==> src/hdl/spwin_pkg.sv <==
`timescale 1ns / 1ps

package spwin_pkg;

   // Build-time defaults and fixed widths
   localparam int MAX_FRAME_DEF = 4096;
   localparam int SAMPLE_BITS   = 16;
   localparam int COEFF_BITS    = 17;   // unsigned Q15, 32768 is 1.0
   localparam int PH_W          = 17;   // phase in turns of 2^16, one extra bit for a full turn
   localparam int QUEUE_DEPTH   = 2;    // power of two
   localparam int DEN_W         = 64;
   localparam int MANT_W        = 24;

   // Register indexes on the csr port
   localparam logic [1:0] CSR_WINDOW_KIND   = 2'd0;
   localparam logic [1:0] CSR_WINDOW_LENGTH = 2'd1;
   localparam logic [1:0] CSR_SCALING_MODE  = 2'd2;
   localparam logic [1:0] CSR_SAMPLE_RATE   = 2'd3;

   // Window kinds
   localparam logic [2:0] WIN_RECT     = 3'd0;
   localparam logic [2:0] WIN_HANN     = 3'd1;
   localparam logic [2:0] WIN_HAMMING  = 3'd2;
   localparam logic [2:0] WIN_BLACKMAN = 3'd3;

   // Scaling modes
   localparam logic [1:0] MODE_DENSITY  = 2'd0;
   localparam logic [1:0] MODE_SPECTRUM = 2'd1;

   // Status codes
   localparam logic [1:0] STATUS_OK       = 2'd0;
   localparam logic [1:0] STATUS_BAD_KIND = 2'd1;
   localparam logic [1:0] STATUS_BAD_MODE = 2'd2;

   localparam logic [COEFF_BITS-1:0] ONE_Q15 = 17'd32768;

   typedef struct packed {
      logic signed [SAMPLE_BITS-1:0] sample_re;
      logic signed [SAMPLE_BITS-1:0] sample_im;
   } req_word_type;

   typedef struct packed {
      logic signed [SAMPLE_BITS-1:0] win_re;
      logic signed [SAMPLE_BITS-1:0] win_im;
      logic                          frame_end;
      logic [MANT_W-1:0]             scale_mantissa;
      logic signed [7:0]             scale_exponent;
      logic [1:0]                    status;
   } rsp_word_type;

   typedef struct packed {
      logic [2:0]  window_kind;
      logic [12:0] window_length;
      logic [1:0]  scaling_mode;
      logic [26:0] sample_rate;
   } cfg_type;

   // One classified sample handed from front to back
   typedef struct packed {
      logic signed [SAMPLE_BITS-1:0] re;
      logic signed [SAMPLE_BITS-1:0] im;
      logic [COEFF_BITS-1:0]         w;
      logic                          last;
      logic                          kind_ok;
      logic [1:0]                    status;
   } job_type;

   typedef enum logic [3:0] {
      F_IDLE, F_DIV, F_CZ2, F_CT1, F_CT2, F_CY, F_WMUL, F_WSUM, F_PUSH
   } front_state_type;

   typedef enum logic [3:0] {
      B_IDLE, B_MUL, B_ACC, B_NORMQ, B_MLO, B_MHI, B_SQR, B_NORMD, B_DIV, B_FIN, B_OUT
   } back_state_type;

endpackage

==> src/hdl/spwin_queue.sv <==
`timescale 1ns / 1ps

module spwin_queue (
   input  logic              clock,
   input  logic              reset,
   input  logic              push,
   output logic              full,
   input  spwin_pkg::job_type push_data,
   input  logic              pop,
   output logic              empty,
   output spwin_pkg::job_type pop_data
);
   import spwin_pkg::*;

   localparam int PTR_W = (QUEUE_DEPTH > 1) ? $clog2(QUEUE_DEPTH) : 1;
   localparam int CNT_W = $clog2(QUEUE_DEPTH + 1);

   job_type          mem_ff [QUEUE_DEPTH];
   logic [PTR_W-1:0] wp_ff, wp_in, rp_ff, rp_in;
   logic [CNT_W-1:0] cnt_ff, cnt_in;
   logic             do_push, do_pop;

   assign full     = (cnt_ff == CNT_W'(QUEUE_DEPTH));
   assign empty    = (cnt_ff == '0);
   assign do_push  = push & ~full;
   assign do_pop   = pop & ~empty;
   assign pop_data = mem_ff[rp_ff];

   // pointer and fill count
   always_comb begin
      wp_in  = do_push ? PTR_W'(wp_ff + 1'b1) : wp_ff;
      rp_in  = do_pop  ? PTR_W'(rp_ff + 1'b1) : rp_ff;
      cnt_in = cnt_ff;
      if (do_push && !do_pop) begin
         cnt_in = CNT_W'(cnt_ff + 1'b1);
      end else if (do_pop && !do_push) begin
         cnt_in = CNT_W'(cnt_ff - 1'b1);
      end
   end

   always_ff @(posedge clock) begin
      if (reset) begin
         wp_ff  <= '0;
         rp_ff  <= '0;
         cnt_ff <= '0;
      end else begin
         wp_ff  <= wp_in;
         rp_ff  <= rp_in;
         cnt_ff <= cnt_in;
      end
   end

   // storage
   always_ff @(posedge clock) begin
      if (do_push) begin
         mem_ff[wp_ff] <= push_data;
      end
   end

endmodule

==> config.mk <==
export PLATFORM = sky130hd
export DESIGN_NAME = spwin_queue
export DESIGN_NICKNAME = d
export VERILOG_FILES = /design/src/hdl/spwin_pkg.sv /design/src/hdl/spwin_queue.sv
export SDC_FILE = /design/constraint.sdc
export NUM_CORES = 1
export LEC_CHECK = 0
export ABC_CLOCK_PERIOD_IN_PS = 2600
export BUFFER_PORTS_ARGS = -buffer_cell sky130_fd_sc_hd__buf_2
export CAP_MARGIN = 10
export CELL_PAD_IN_SITES_DETAIL_PLACEMENT = 0
export CELL_PAD_IN_SITES_GLOBAL_PLACEMENT = 1
export CORE_MARGIN = 2
export CORE_UTILIZATION = 25
export CTS_BUF_LIST = sky130_fd_sc_hd__clkbuf_8
export DETAILED_ROUTE_END_ITERATION = 8
export PLACE_DENSITY_LB_ADDON = 0.1
export SLEW_MARGIN = 20
export SYNTH_ARGS = -nofsm -noshare
export SYNTH_HDL_FRONTEND = slang
export SYNTH_SLANG_ARGS = --single-unit
==> constraint.sdc <==
create_clock -name clock -period 2.6 [get_ports clock]
set_clock_uncertainty 0.2 [all_clocks]
set_input_delay 0.39 -clock clock [delete_from_list [all_inputs] [get_ports clock]]
set_output_delay 0.39 -clock clock [all_outputs]
set_load 0.05 [all_outputs]
==> impl_metrics.ini <==
[outcome]
run_status = finished, final reports clean

[cts]
clock-root-buffer = clkbuf_8
tritoncts.num_buffers = 9
tritoncts_num_sinks = 111
resize_count_post_cts = 0
clock_latency_ns = 0.37
worst_setup_hold_path_clk_slew_ns = 0.09
htree_levels = 3
cts_tree = yes
cts-root-to-sink-buffers = 2
postCtsSetupRepairBufs = 0

[detailed_routing]
avgRoutedWirePerCell_um = 14.36
vias_per_cell = 3.916
drt_iter0_markers = 97
drt_drc_violations_left = 0
detailedRoute.firstPassIterationCount = 4
detailed_route_via_count = 2287
wirelength_um = 8389
drtAntennaViolNets = 0

[critical_path]
worstPathCellList = buf_4, mux2_2, buf_2
data_required_critical_path_ns = 2.01
cp_slowest_cell = mux2_2
crit_path_end_kind = output pin
regToRegSetupSlack_ns = 0.75
crit_type = reg -> out
cp-start-kind = register
crit_path_max_fanout = 31
arrival_ns = 1.72
max_stage_delay_ns = 0.41

[synthesis]
yosysSeqAreaShare_pct = 81.31
asyncSetResetFlopFracSynth_pct = 0
post_synth_inst_count = 190
synth_top_cell_area_share_pct = 78.83
yosys-top-cells-count = edfxtp_1 (106), mux2_2 (53), dfxtp_1 (5), nor2_1 (5), buf_4 (4)
yosys_most_used_dff = edfxtp_1
ys.warnings.count = 0
synth.ff_latch_count = 111
post_synth.cell_area_avg_um2 = 21.25
ys_top_cells_by_area = edfxtp_1 (79%), mux2_2 (15%), dfxtp_1 (2.5%)
post-synth-top-count-cell = edfxtp_1
yosys.cell_types.count = 14
syn-num-nets = 248
synth-edff-count = 106
yosys.area.top_type = edfxtp_1
synth_area_um2 = 4038

[sta]
maxClockFrequency_ghz = 0.4329
totalNegativeSetupSlack_ns = 0
hold-worst-slack_ns = 0.03912
period_share_pct = 88.85
rsz0062_at_grt = false
finalHoldViolCount = 0
layout_setup_ws_ns = 0.2899
fin_crit_ns = 2.310
timing.max_slew.rel_slack_pct = 71.18
drv_slew = 0
finalSetupViolCount = 0
worst-slew-pin-transition_ns = 0.4277

[layout]
num-nets-final = 421
n_antenna_cell = 0
post_layout_nonfiller_instances = 584
area_growth_syn_to_layout_pct = 38.12
drive_above_1_share_pct = 50.00

[floorplanning]
dieArea_um2 = 17180
floorplan.io_pins = 112
die_height_um = 131.1
std_cell_rows = 46
die_width_um = 131.1
core_area_um2 = 15830
floorplan.initialDensity_pct = 25.51

[global_route]
antenna_violations_before_repair = 0
via_count_of_the_first_global_routing_pass = 2407
grt_start_max_net_pins = 54
grtUsageMet3_pct = 2.719
globalRouteTotalUtil_pct = 10.16
use_met2_pct = 15.88
most_crowded_layer_after_global_routing = met2
grt_use_met1_pct = 12.83
grt_pass1_wl_um = 12600
remaining_overflow_grt = 0

[place]
dp_hpwl_um = 5207
pre_cts_worst_setup_slack_ns = 0.6357
globalplace.congestion = 0.6606
placed_cells = 516
buffer_ports.inserted = 111

[power_and_ir_drop]
total_power_density_per_cell_area_nw_per_um2 = 978.8
vdd_ir_drop_max_v = 0.0004153
p_leak_nw = 2.061

[worst_hold_path]
holdCritPathClass = in -> reg

[flow_run]
timing.max_cap.violations = 0
-- final cells by class --
cell class / count / area (um^2)
multi-input combinational: 71 / 708.2
tap: 216 / 270.3
fill: 1562 / 10250
clock inverter: 7 / 56.30
inverter: 2 / 7.507
timing repair buffer: 168 / 1126
sequential: 111 / 3284
clock buffer: 9 / 123.9
-- placed cells by master, fill, tap and decap left out --
master,instances
o21ai_0,3
or3_1,2
ha_1,1
dlygate4sd3_1,52
inv_1,3
dfxtp_2,1
inv_2,1
edfxtp_1,106
clkbuf_8,9
mux2_2,53
clkinvlp_4,1
and2_2,1
nor2_1,5
buf_12,1
xor2_1,3
a21oi_1,2
dfxtp_1,4
bufinv_16,1
nor2b_2,1
buf_4,4
clkinv_1,3
buf_2,111
-- registers in the layout (all words and copies together) (netlist names), named ones only --
name,cells
cnt_ff,2
mem_ff,106
rp_ff,1
wp_ff,1
-- power by group --
part | internal, mW | switching, mW
logic | 0.623 | 1.55
registers | 2.24 | 0.0574
clock network | 0.430 | 0.549
-- worst max-delay path: cells and delay by family (launching register included) --
kind                   cells  cell delay [ns]
DFF                        1             0.33
buffers and inverters      2             0.61
muxes                      1             0.41
-- what timing repair did --
action	4_1_cts	5_1_grt
hold buffers	52	0
hold endpoints to repair	104	0
setup endpoints to repair	0	0
-- worst paths after layout --
kind / from / to / cells past startpoint
max reg2reg: cnt_ff[0] / mem_ff[0][35] / 4
min: push_data[21] / mem_ff[1][21] / 1
min reg2reg: wp_ff / wp_ff / 2
max: register / pop_data[47] / 3
-- layer usage --
layer	share of wire (%)	up-vias	routed length [um]
met2	47	55	3960
li1	-	1083	-
met4	2.3	0	192
met1	46	1136	3852
met3	4.6	13	384
met5	0	-	0
-- stage by stage --
step                instance area (um^2)  util, %  total power [mW]
finish                              5577    35.23             5.458
global route                        5577    35.23             5.752
CTS                                 5577    35.23             5.578
detailed placement                  4876    30.81             4.508
global placement                    4876    30.81             4.507
floorplan                           4039        -             4.004
-- cell families (layout without fill, tap and decap cells) --
group                    count (synthesis)  in the layout  share of synthesized area [%]
flip-flops                             111            111                          81.31
multiplexers                            53             53                          14.78
AND/OR/NAND/NOR                          9              9                          1.147
buffers and inverters                    8            186                          1.178
AO/OA/AOI/OAI                            5              5                         0.6197
XOR/XNOR                                 3              3                         0.6509
adder cells (fa/ha/maj)                  1              1                         0.3098
(Power assumes the default switching activity.)
