<file path="src/hdl/spwin_pkg.sv">
`timescale 1ns / 1ps

package spwin_pkg;

   // Build-time defaults and fixed widths
   localparam int MAX_FRAME_DEF = 4096;
   localparam int SAMPLE_BITS   = 16;
   localparam int COEFF_BITS    = 17;   // unsigned Q15, 32768 is 1.0
   localparam int PH_W          = 17;   // phase in turns of 2^16, one extra bit for a full turn
   localparam int QUEUE_DEPTH   = 2;    // power of two
   localparam int DEN_W         = 64;
   localparam int MANT_W        = 24;

   // Register indexes on the csr port
   localparam logic [1:0] CSR_WINDOW_KIND   = 2'd0;
   localparam logic [1:0] CSR_WINDOW_LENGTH = 2'd1;
   localparam logic [1:0] CSR_SCALING_MODE  = 2'd2;
   localparam logic [1:0] CSR_SAMPLE_RATE   = 2'd3;

   // Window kinds
   localparam logic [2:0] WIN_RECT     = 3'd0;
   localparam logic [2:0] WIN_HANN     = 3'd1;
   localparam logic [2:0] WIN_HAMMING  = 3'd2;
   localparam logic [2:0] WIN_BLACKMAN = 3'd3;

   // Scaling modes
   localparam logic [1:0] MODE_DENSITY  = 2'd0;
   localparam logic [1:0] MODE_SPECTRUM = 2'd1;

   // Status codes
   localparam logic [1:0] STATUS_OK       = 2'd0;
   localparam logic [1:0] STATUS_BAD_KIND = 2'd1;
   localparam logic [1:0] STATUS_BAD_MODE = 2'd2;

   localparam logic [COEFF_BITS-1:0] ONE_Q15 = 17'd32768;

   typedef struct packed {
      logic signed [SAMPLE_BITS-1:0] sample_re;
      logic signed [SAMPLE_BITS-1:0] sample_im;
   } req_word_type;

   typedef struct packed {
      logic signed [SAMPLE_BITS-1:0] win_re;
      logic signed [SAMPLE_BITS-1:0] win_im;
      logic                          frame_end;
      logic [MANT_W-1:0]             scale_mantissa;
      logic signed [7:0]             scale_exponent;
      logic [1:0]                    status;
   } rsp_word_type;

   typedef struct packed {
      logic [2:0]  window_kind;
      logic [12:0] window_length;
      logic [1:0]  scaling_mode;
      logic [26:0] sample_rate;
   } cfg_type;

   // One classified sample handed from front to back
   typedef struct packed {
      logic signed [SAMPLE_BITS-1:0] re;
      logic signed [SAMPLE_BITS-1:0] im;
      logic [COEFF_BITS-1:0]         w;
      logic                          last;
      logic                          kind_ok;
      logic [1:0]                    status;
   } job_type;

   typedef enum logic [3:0] {
      F_IDLE, F_DIV, F_CZ2, F_CT1, F_CT2, F_CY, F_WMUL, F_WSUM, F_PUSH
   } front_state_type;

   typedef enum logic [3:0] {
      B_IDLE, B_MUL, B_ACC, B_NORMQ, B_MLO, B_MHI, B_SQR, B_NORMD, B_DIV, B_FIN, B_OUT
   } back_state_type;

endpackage

</file>
<file path="src/hdl/spwin_front.sv">
`timescale 1ns / 1ps

module spwin_front #(
   parameter int MAX_FRAME = spwin_pkg::MAX_FRAME_DEF
) (
   input  logic                   clock,
   input  logic                   reset,
   input  spwin_pkg::cfg_type     cfg,
   input  logic                   req_push,
   output logic                   req_full,
   input  spwin_pkg::req_word_type req_data,
   output logic                   job_push,
   input  logic                   job_full,
   output spwin_pkg::job_type     job_data
);
   import spwin_pkg::*;

   localparam int IDX_W = (MAX_FRAME > 2) ? $clog2(MAX_FRAME) : 1;
   localparam int REM_W = IDX_W + 1;
   localparam logic signed [32:0] HAM_BASE = 33'sd579829760;  // 17695 * 32768
   localparam logic signed [32:0] BLK_BASE = 33'sd450985984;  // 13763 * 32768

   // fold a phase to a quarter turn: {negative, z in Q14}
   function automatic logic [15:0] fold(input logic [15:0] p);
      logic [14:0] x;
      logic [14:0] z;
      x = p[14:0];
      z = (x <= 15'd16384) ? x : 15'(16'd32768 - {1'b0, x});
      return {p[15], z};
   endfunction

   front_state_type       state_ff, state_in;
   logic [IDX_W-1:0]      idx_ff, idx_in;
   req_word_type          smp_ff, smp_in;
   logic                  last_ff, last_in;
   logic [1:0]            status_ff, status_in;
   logic [2:0]            kind_ff, kind_in;
   logic [IDX_W-1:0]      dvs_ff, dvs_in;
   logic [REM_W-1:0]      rem_ff, rem_in;
   logic [PH_W-1:0]       ph_ff, ph_in;
   logic [4:0]            cnt_ff, cnt_in;
   logic                  pass_ff, pass_in;
   logic [14:0]           z_ff, z_in, z2_ff, z2_in;
   logic                  neg_ff, neg_in;
   logic [16:0]           t_ff, t_in;
   logic signed [17:0]    c1_ff, c1_in, c2_ff, c2_in;
   logic signed [32:0]    pa_ff, pa_in, pb_ff, pb_in;
   logic [COEFF_BITS-1:0] w_ff, w_in;

   logic [31:0]           len_c;
   logic [IDX_W-1:0]      d_cur, n_cur;
   logic                  last_cur;
   logic                  geq;
   logic [REM_W-1:0]      rem_sub;
   logic [PH_W-1:0]       ph_new;
   logic [15:0]           fold1, fold2;
   logic [29:0]           zz;
   logic [27:0]           m1;
   logic [31:0]           m2, m3;
   logic [16:0]           y;
   logic signed [17:0]    c_new;
   logic signed [17:0]    hann_v;
   logic signed [32:0]    num;
   logic signed [32:0]    num_q;

   // frame length clamp and position in the frame
   always_comb begin
      if (cfg.window_length < 13'd2) begin
         len_c = 32'd2;
      end else if (32'(cfg.window_length) > 32'(MAX_FRAME)) begin
         len_c = 32'(MAX_FRAME);
      end else begin
         len_c = 32'(cfg.window_length);
      end
   end

   assign d_cur    = IDX_W'(len_c - 32'd1);
   assign last_cur = (idx_ff >= d_cur);
   assign n_cur    = last_cur ? d_cur : idx_ff;

   // one restoring step of the phase divider
   assign geq     = (rem_ff >= {1'b0, dvs_ff});
   assign rem_sub = geq ? REM_W'(rem_ff - {1'b0, dvs_ff}) : rem_ff;
   assign ph_new  = {ph_ff[PH_W-2:0], geq};
   assign fold1   = fold(16'(ph_new[15:0] + 16'd16384));
   assign fold2   = fold(16'({ph_ff[14:0], 1'b0} + 16'd16384));

   // shared sine polynomial unit, one multiply per step
   assign zz     = 30'(z_ff) * 30'(z_ff);
   assign m1     = 28'd4640 * 28'(z2_ff);
   assign m2     = 32'(t_ff) * 32'(z2_ff);
   assign m3     = 32'(z_ff) * 32'(t_ff);
   assign y      = m3[31:15];
   assign c_new  = neg_ff ? -$signed({1'b0, y}) : $signed({1'b0, y});

   // coefficient combine
   assign hann_v = 18'sd32768 - c1_ff;
   assign num    = ((kind_ff == WIN_HAMMING) ? HAM_BASE : BLK_BASE) + pa_ff + pb_ff;
   assign num_q  = num >>> 15;

   always_comb begin
      state_in  = state_ff;
      idx_in    = idx_ff;
      smp_in    = smp_ff;
      last_in   = last_ff;
      status_in = status_ff;
      kind_in   = kind_ff;
      dvs_in    = dvs_ff;
      rem_in    = rem_ff;
      ph_in     = ph_ff;
      cnt_in    = cnt_ff;
      pass_in   = pass_ff;
      z_in      = z_ff;
      z2_in     = z2_ff;
      neg_in    = neg_ff;
      t_in      = t_ff;
      c1_in     = c1_ff;
      c2_in     = c2_ff;
      pa_in     = pa_ff;
      pb_in     = pb_ff;
      w_in      = w_ff;
      req_full  = (state_ff != F_IDLE);
      job_push  = 1'b0;

      case (state_ff)
         F_IDLE: begin
            if (req_push) begin
               smp_in  = req_data;
               kind_in = cfg.window_kind;
               last_in = last_cur;
               dvs_in  = d_cur;
               rem_in  = {1'b0, n_cur};
               ph_in   = '0;
               cnt_in  = '0;
               idx_in  = last_cur ? '0 : IDX_W'(idx_ff + 1'b1);
               if (cfg.window_kind > WIN_BLACKMAN) begin
                  status_in = STATUS_BAD_KIND;
               end else if (cfg.scaling_mode > MODE_SPECTRUM) begin
                  status_in = STATUS_BAD_MODE;
               end else begin
                  status_in = STATUS_OK;
               end
               state_in = F_DIV;
            end
         end
         F_DIV: begin
            rem_in = {rem_sub[IDX_W-1:0], 1'b0};
            ph_in  = ph_new;
            cnt_in = 5'(cnt_ff + 1'b1);
            if (cnt_ff == 5'(PH_W - 1)) begin
               {neg_in, z_in} = fold1;
               pass_in        = 1'b0;
               state_in       = F_CZ2;
            end
         end
         F_CZ2: begin
            z2_in    = zz[28:14];
            state_in = F_CT1;
         end
         F_CT1: begin
            t_in     = 17'd42048 - 17'(m1[27:14]);
            state_in = F_CT2;
         end
         F_CT2: begin
            t_in     = 17'd102944 - 17'(m2[31:14]);
            state_in = F_CY;
         end
         F_CY: begin
            if (!pass_ff) begin
               c1_in          = c_new;
               {neg_in, z_in} = fold2;
               pass_in        = 1'b1;
               state_in       = F_CZ2;
            end else begin
               c2_in    = c_new;
               state_in = F_WMUL;
            end
         end
         F_WMUL: begin
            case (kind_ff)
               WIN_HAMMING: begin
                  pa_in = -(33'sd15073 * 33'(c1_ff));
                  pb_in = '0;
               end
               WIN_BLACKMAN: begin
                  pa_in = -(33'(c1_ff) <<< 14);
                  pb_in = 33'sd2621 * 33'(c2_ff);
               end
               default: begin
                  pa_in = '0;
                  pb_in = '0;
               end
            endcase
            state_in = F_WSUM;
         end
         F_WSUM: begin
            case (kind_ff)
               WIN_RECT: w_in = ONE_Q15;
               WIN_HANN: w_in = COEFF_BITS'(hann_v[17:1]);
               WIN_HAMMING, WIN_BLACKMAN: begin
                  if (num < 0) begin
                     w_in = '0;
                  end else if (num_q > 33'sd32768) begin
                     w_in = ONE_Q15;
                  end else begin
                     w_in = num_q[COEFF_BITS-1:0];
                  end
               end
               default: w_in = '0;
            endcase
            state_in = F_PUSH;
         end
         F_PUSH: begin
            if (!job_full) begin
               job_push = 1'b1;
               state_in = F_IDLE;
            end
         end
         default: state_in = F_IDLE;
      endcase
   end

   assign job_data.re      = smp_ff.sample_re;
   assign job_data.im      = smp_ff.sample_im;
   assign job_data.w       = w_ff;
   assign job_data.last    = last_ff;
   assign job_data.kind_ok = (status_ff != STATUS_BAD_KIND);
   assign job_data.status  = status_ff;

   always_ff @(posedge clock) begin
      if (reset) begin
         state_ff <= F_IDLE;
         idx_ff   <= '0;
      end else begin
         state_ff <= state_in;
         idx_ff   <= idx_in;
      end
   end

   always_ff @(posedge clock) begin
      smp_ff    <= smp_in;
      last_ff   <= last_in;
      status_ff <= status_in;
      kind_ff   <= kind_in;
      dvs_ff    <= dvs_in;
      rem_ff    <= rem_in;
      ph_ff     <= ph_in;
      cnt_ff    <= cnt_in;
      pass_ff   <= pass_in;
      z_ff      <= z_in;
      z2_ff     <= z2_in;
      neg_ff    <= neg_in;
      t_ff      <= t_in;
      c1_ff     <= c1_in;
      c2_ff     <= c2_in;
      pa_ff     <= pa_in;
      pb_ff     <= pb_in;
      w_ff      <= w_in;
   end

endmodule

</file>
<file path="config.mk">
export PLATFORM = sky130hd
export DESIGN_NAME = spwin_front
export DESIGN_NICKNAME = d
export VERILOG_FILES = /design/src/hdl/spwin_pkg.sv /design/src/hdl/spwin_front.sv
export SDC_FILE = /design/constraint.sdc
export NUM_CORES = 2
export LEC_CHECK = 0
export BUFFER_PORTS_ARGS = -buffer_cell sky130_fd_sc_hd__buf_2
export CORE_UTILIZATION = 44
export DETAILED_ROUTE_END_ITERATION = 8
export PLACE_DENSITY = 0.63
export SLEW_MARGIN = 5
export SYNTH_ARGS = -nofsm -noshare
export SYNTH_HDL_FRONTEND = slang
export SYNTH_SLANG_ARGS = --single-unit
</file>
<file path="constraint.sdc">
create_clock -name clock -period 12.1 [get_ports clock]
set_clock_uncertainty 0.2 [all_clocks]
set_input_delay 0.605 -clock clock [delete_from_list [all_inputs] [get_ports clock]]
set_output_delay 0.605 -clock clock [all_outputs]
set_load 0.05 [all_outputs]
</file>
==> metrics.cfg <==
[status]
status=completed

[detailed_routing]
drt_iter0_drc=1449
drc=0
num_vias=33286
wl_per_cell_um=16.2
vias_per_cell=5.11
dr.pass1.iters=7
ant_nets=0
wl_um=106000

[cts]
post_cts_buffers=0
h-tree-depth=2
numCtsBuffers=36
clock_path_buffers=3
cts_tree=yes
clkLatencyLatePin_ns=0.57
clock_sinks=265
root_buffer=clkbuf_16
path_clk_slew_ns=0.06

[critical_path]
arrival_ns=9.17
cp-start-kind=flop
crit_type=flop to flop
crit_required_ns=12.19
critPathMaxFanout=20
critPathSlowestCell=edfxtp_1
cp_top_family=adder cells
path_common_cell=inv_1
max_stage_delay_ns=0.79
crit_path_end_kind=flop
cp.buffers_inverters=7

[timing]
hold_slack_ns=0.0762
slew_viol_final=0
post-route-period-util_pct=75.0
setup_viol=0
rsz0062_at_grt=no
fin_tns_setup_ns=0
fmax_ghz=0.110
relSlewSlack_pct=22.7
worst_slew_pin_slew_ns=1.15
hold_viol_final=0
finalCriticalPeriod_ns=9.08

[logic_synthesis]
syn-num-nets=6503
synth.area.top_cells=fa_1 (30%), ha_1 (18%), edfxtp_1 (16%)
syn_avg_cell_area_sq_um=9.56
synth-edff-count=249
netlist.area_leader.share_pct=30.4
synthCells=5018
synth_top_area_cell=fa_1
synth-seq-cells=265
synth_warnings=0
syn-cell-area_sq_mm=0.0480
synthArstFlopShare_pct=0
synth_ff_type=edfxtp_1
ys_types=86
ys_seq_area_share_pct=16.3

[layout]
syn_to_final_growth_pct=7.32
fin_nets=6572
final_core_util_pct=47.9
drive_above_1_share_pct=5.01
diodes=0
fin_area_sq_mm=0.0515

[global_routing]
grt_usage_pct=19.8
first_global_vias=35148
grt_pass1_wl_um=179000
grt_max_degree=66
overflow=0
antenna_found_initial=0

[placement]
dp_hpwl_um=83800
portBuffers=107
gp_congestion=0.859
place_area_sq_mm=0.0501

[floorplanning]
die_w_um=332
initial_core_util_pct=44.6
die_area_sq_mm=0.110
dieHeight_um=332
rows=120
core_region_area_sq_mm=0.108
ioPinCount=136

[job]
cap_violations=0

[min_path]
timing.hold.worst.class=primary input to flop

==> cell families after synthesis <==
| kind of cell | synth area share, % |
|---|---|
| compound gates | 7.34 |
| flops | 16.3 |
| xor+xnor | 4.35 |
| buf+inv | 9.94 |
| fa+ha+maj | 48.0 |
| mux | 1.11 |
| simple gates | 13.0 |
==> metrics by stage <==
step,worst slack (ns),instances
after floorplan,4.21,5018
after global placement,3.06,6418
after detailed placement,3.06,6418
after CTS,3.00,6515
after global routing,2.39,6515
final,3.02,6515
==> final cells by class <==
class / instances / area [sq um]
fillers: 10210 / 56000
clock buffers: 44 / 952
flip-flops and latches: 265 / 7800
inverters: 1109 / 4160
clock inverters: 19 / 123
repair buffers: 191 / 1250
multi-input cells: 3484 / 35400
well taps: 1403 / 1760
==> routing by layer <==
metal | vias to the layer above | wire [um] | track usage [%]
li1 | 16009 | - | -
met1 | 16623 | 48100 | 26.4
met2 | 522 | 52100 | 35.0
met3 | 132 | 3260 | 1.62
met4 | 0 | 2170 | 4.39
met5 | - | 0 | 0
==> placed cells by master, fill, tap and decap left out, drive strengths merged, types with 16 or more instances in the layout <==
cell,synthesis,final
fa,729,729
o21ai,118,118
dlygate4sd3,0,34
mux2i,44,44
ha,675,675
buf,4,157
a31oi,30,30
or2,18,18
or3,18,18
and2,351,351
o31ai,18,18
and3,31,31
xor2,85,85
edfxtp,249,249
a21o,58,58
o211ai,18,18
nor2b,33,33
nand4,23,23
a211oi,19,19
inv,1109,1111
a21oi,145,145
nand3,38,38
xnor2,153,153
nand2b,29,29
clkbuf,156,44
nor3,58,58
dfxtp,16,16
nor2,201,201
nand2,419,419
==> state kept, by name, indices dropped and copies added, names as in the netlist <==
name	flops
c1_ff	18
c2_ff	18
cnt_ff	5
dvs_ff	12
idx_ff	12
job_data	32
kind_ff	3
last_ff	1
neg_ff	1
pa_ff	33
pass_ff	1
pb_ff	31
ph_ff	15
rem_ff	13
state_ff	4
status_ff	2
t_ff	17
w_ff	17
z2_ff	15
z_ff	15
==> synthesized netlist by cell type (all sizes together), types with 9 or more instances <==
| cell | n |
|---|---|
| nand4 | 23 |
| nand2 | 419 |
| or3 | 18 |
| a21o | 58 |
| o31ai | 18 |
| nor4 | 9 |
| clkbuf | 156 |
| edfxtp | 249 |
| xor2 | 85 |
| a31oi | 30 |
| inv | 1109 |
| a211oi | 19 |
| or2 | 18 |
| and3 | 31 |
| and2 | 351 |
| nand3 | 38 |
| o211ai | 18 |
| xnor2 | 153 |
| fa | 729 |
| o21a | 12 |
| nor2b | 33 |
| nor3 | 58 |
| a41oi | 9 |
| a22o | 11 |
| a21oi | 145 |
| mux2i | 44 |
| nor2 | 201 |
| o21bai | 14 |
| ha | 675 |
| dfxtp | 16 |
| nand2b | 29 |
| o21ai | 118 |
==> final timing paths <==
path | start | endpoint | slack (ns) | cells past startpoint
worst max-delay path | z2_ff[5]$_DFFE_PP_ | t_ff[16]$_SDFFCE_PN0P_ | 3.02 | 29
worst min-delay path | cfg[44] | kind_ff[2]$_DFFE_PP_ | 0.08 | 1
worst max register to register | z2_ff[5]$_DFFE_PP_ | t_ff[16]$_SDFFCE_PN0P_ | 3.02 | 29
worst min register to register | idx_ff[11]$_SDFFE_PP0P_ | idx_ff[11]$_SDFFE_PP0P_ | 0.36 | 2
==> what timing repair did <==
item | in CTS | in global routing
hold buffers | 34 | 0
resized for setup | 0 | 0
endpoints found under the hold margin | 34 | 0
Power is left out: the tool's default activity adds up to more than one toggle a clock period on the data nets, which glitch-free logic cannot reach.
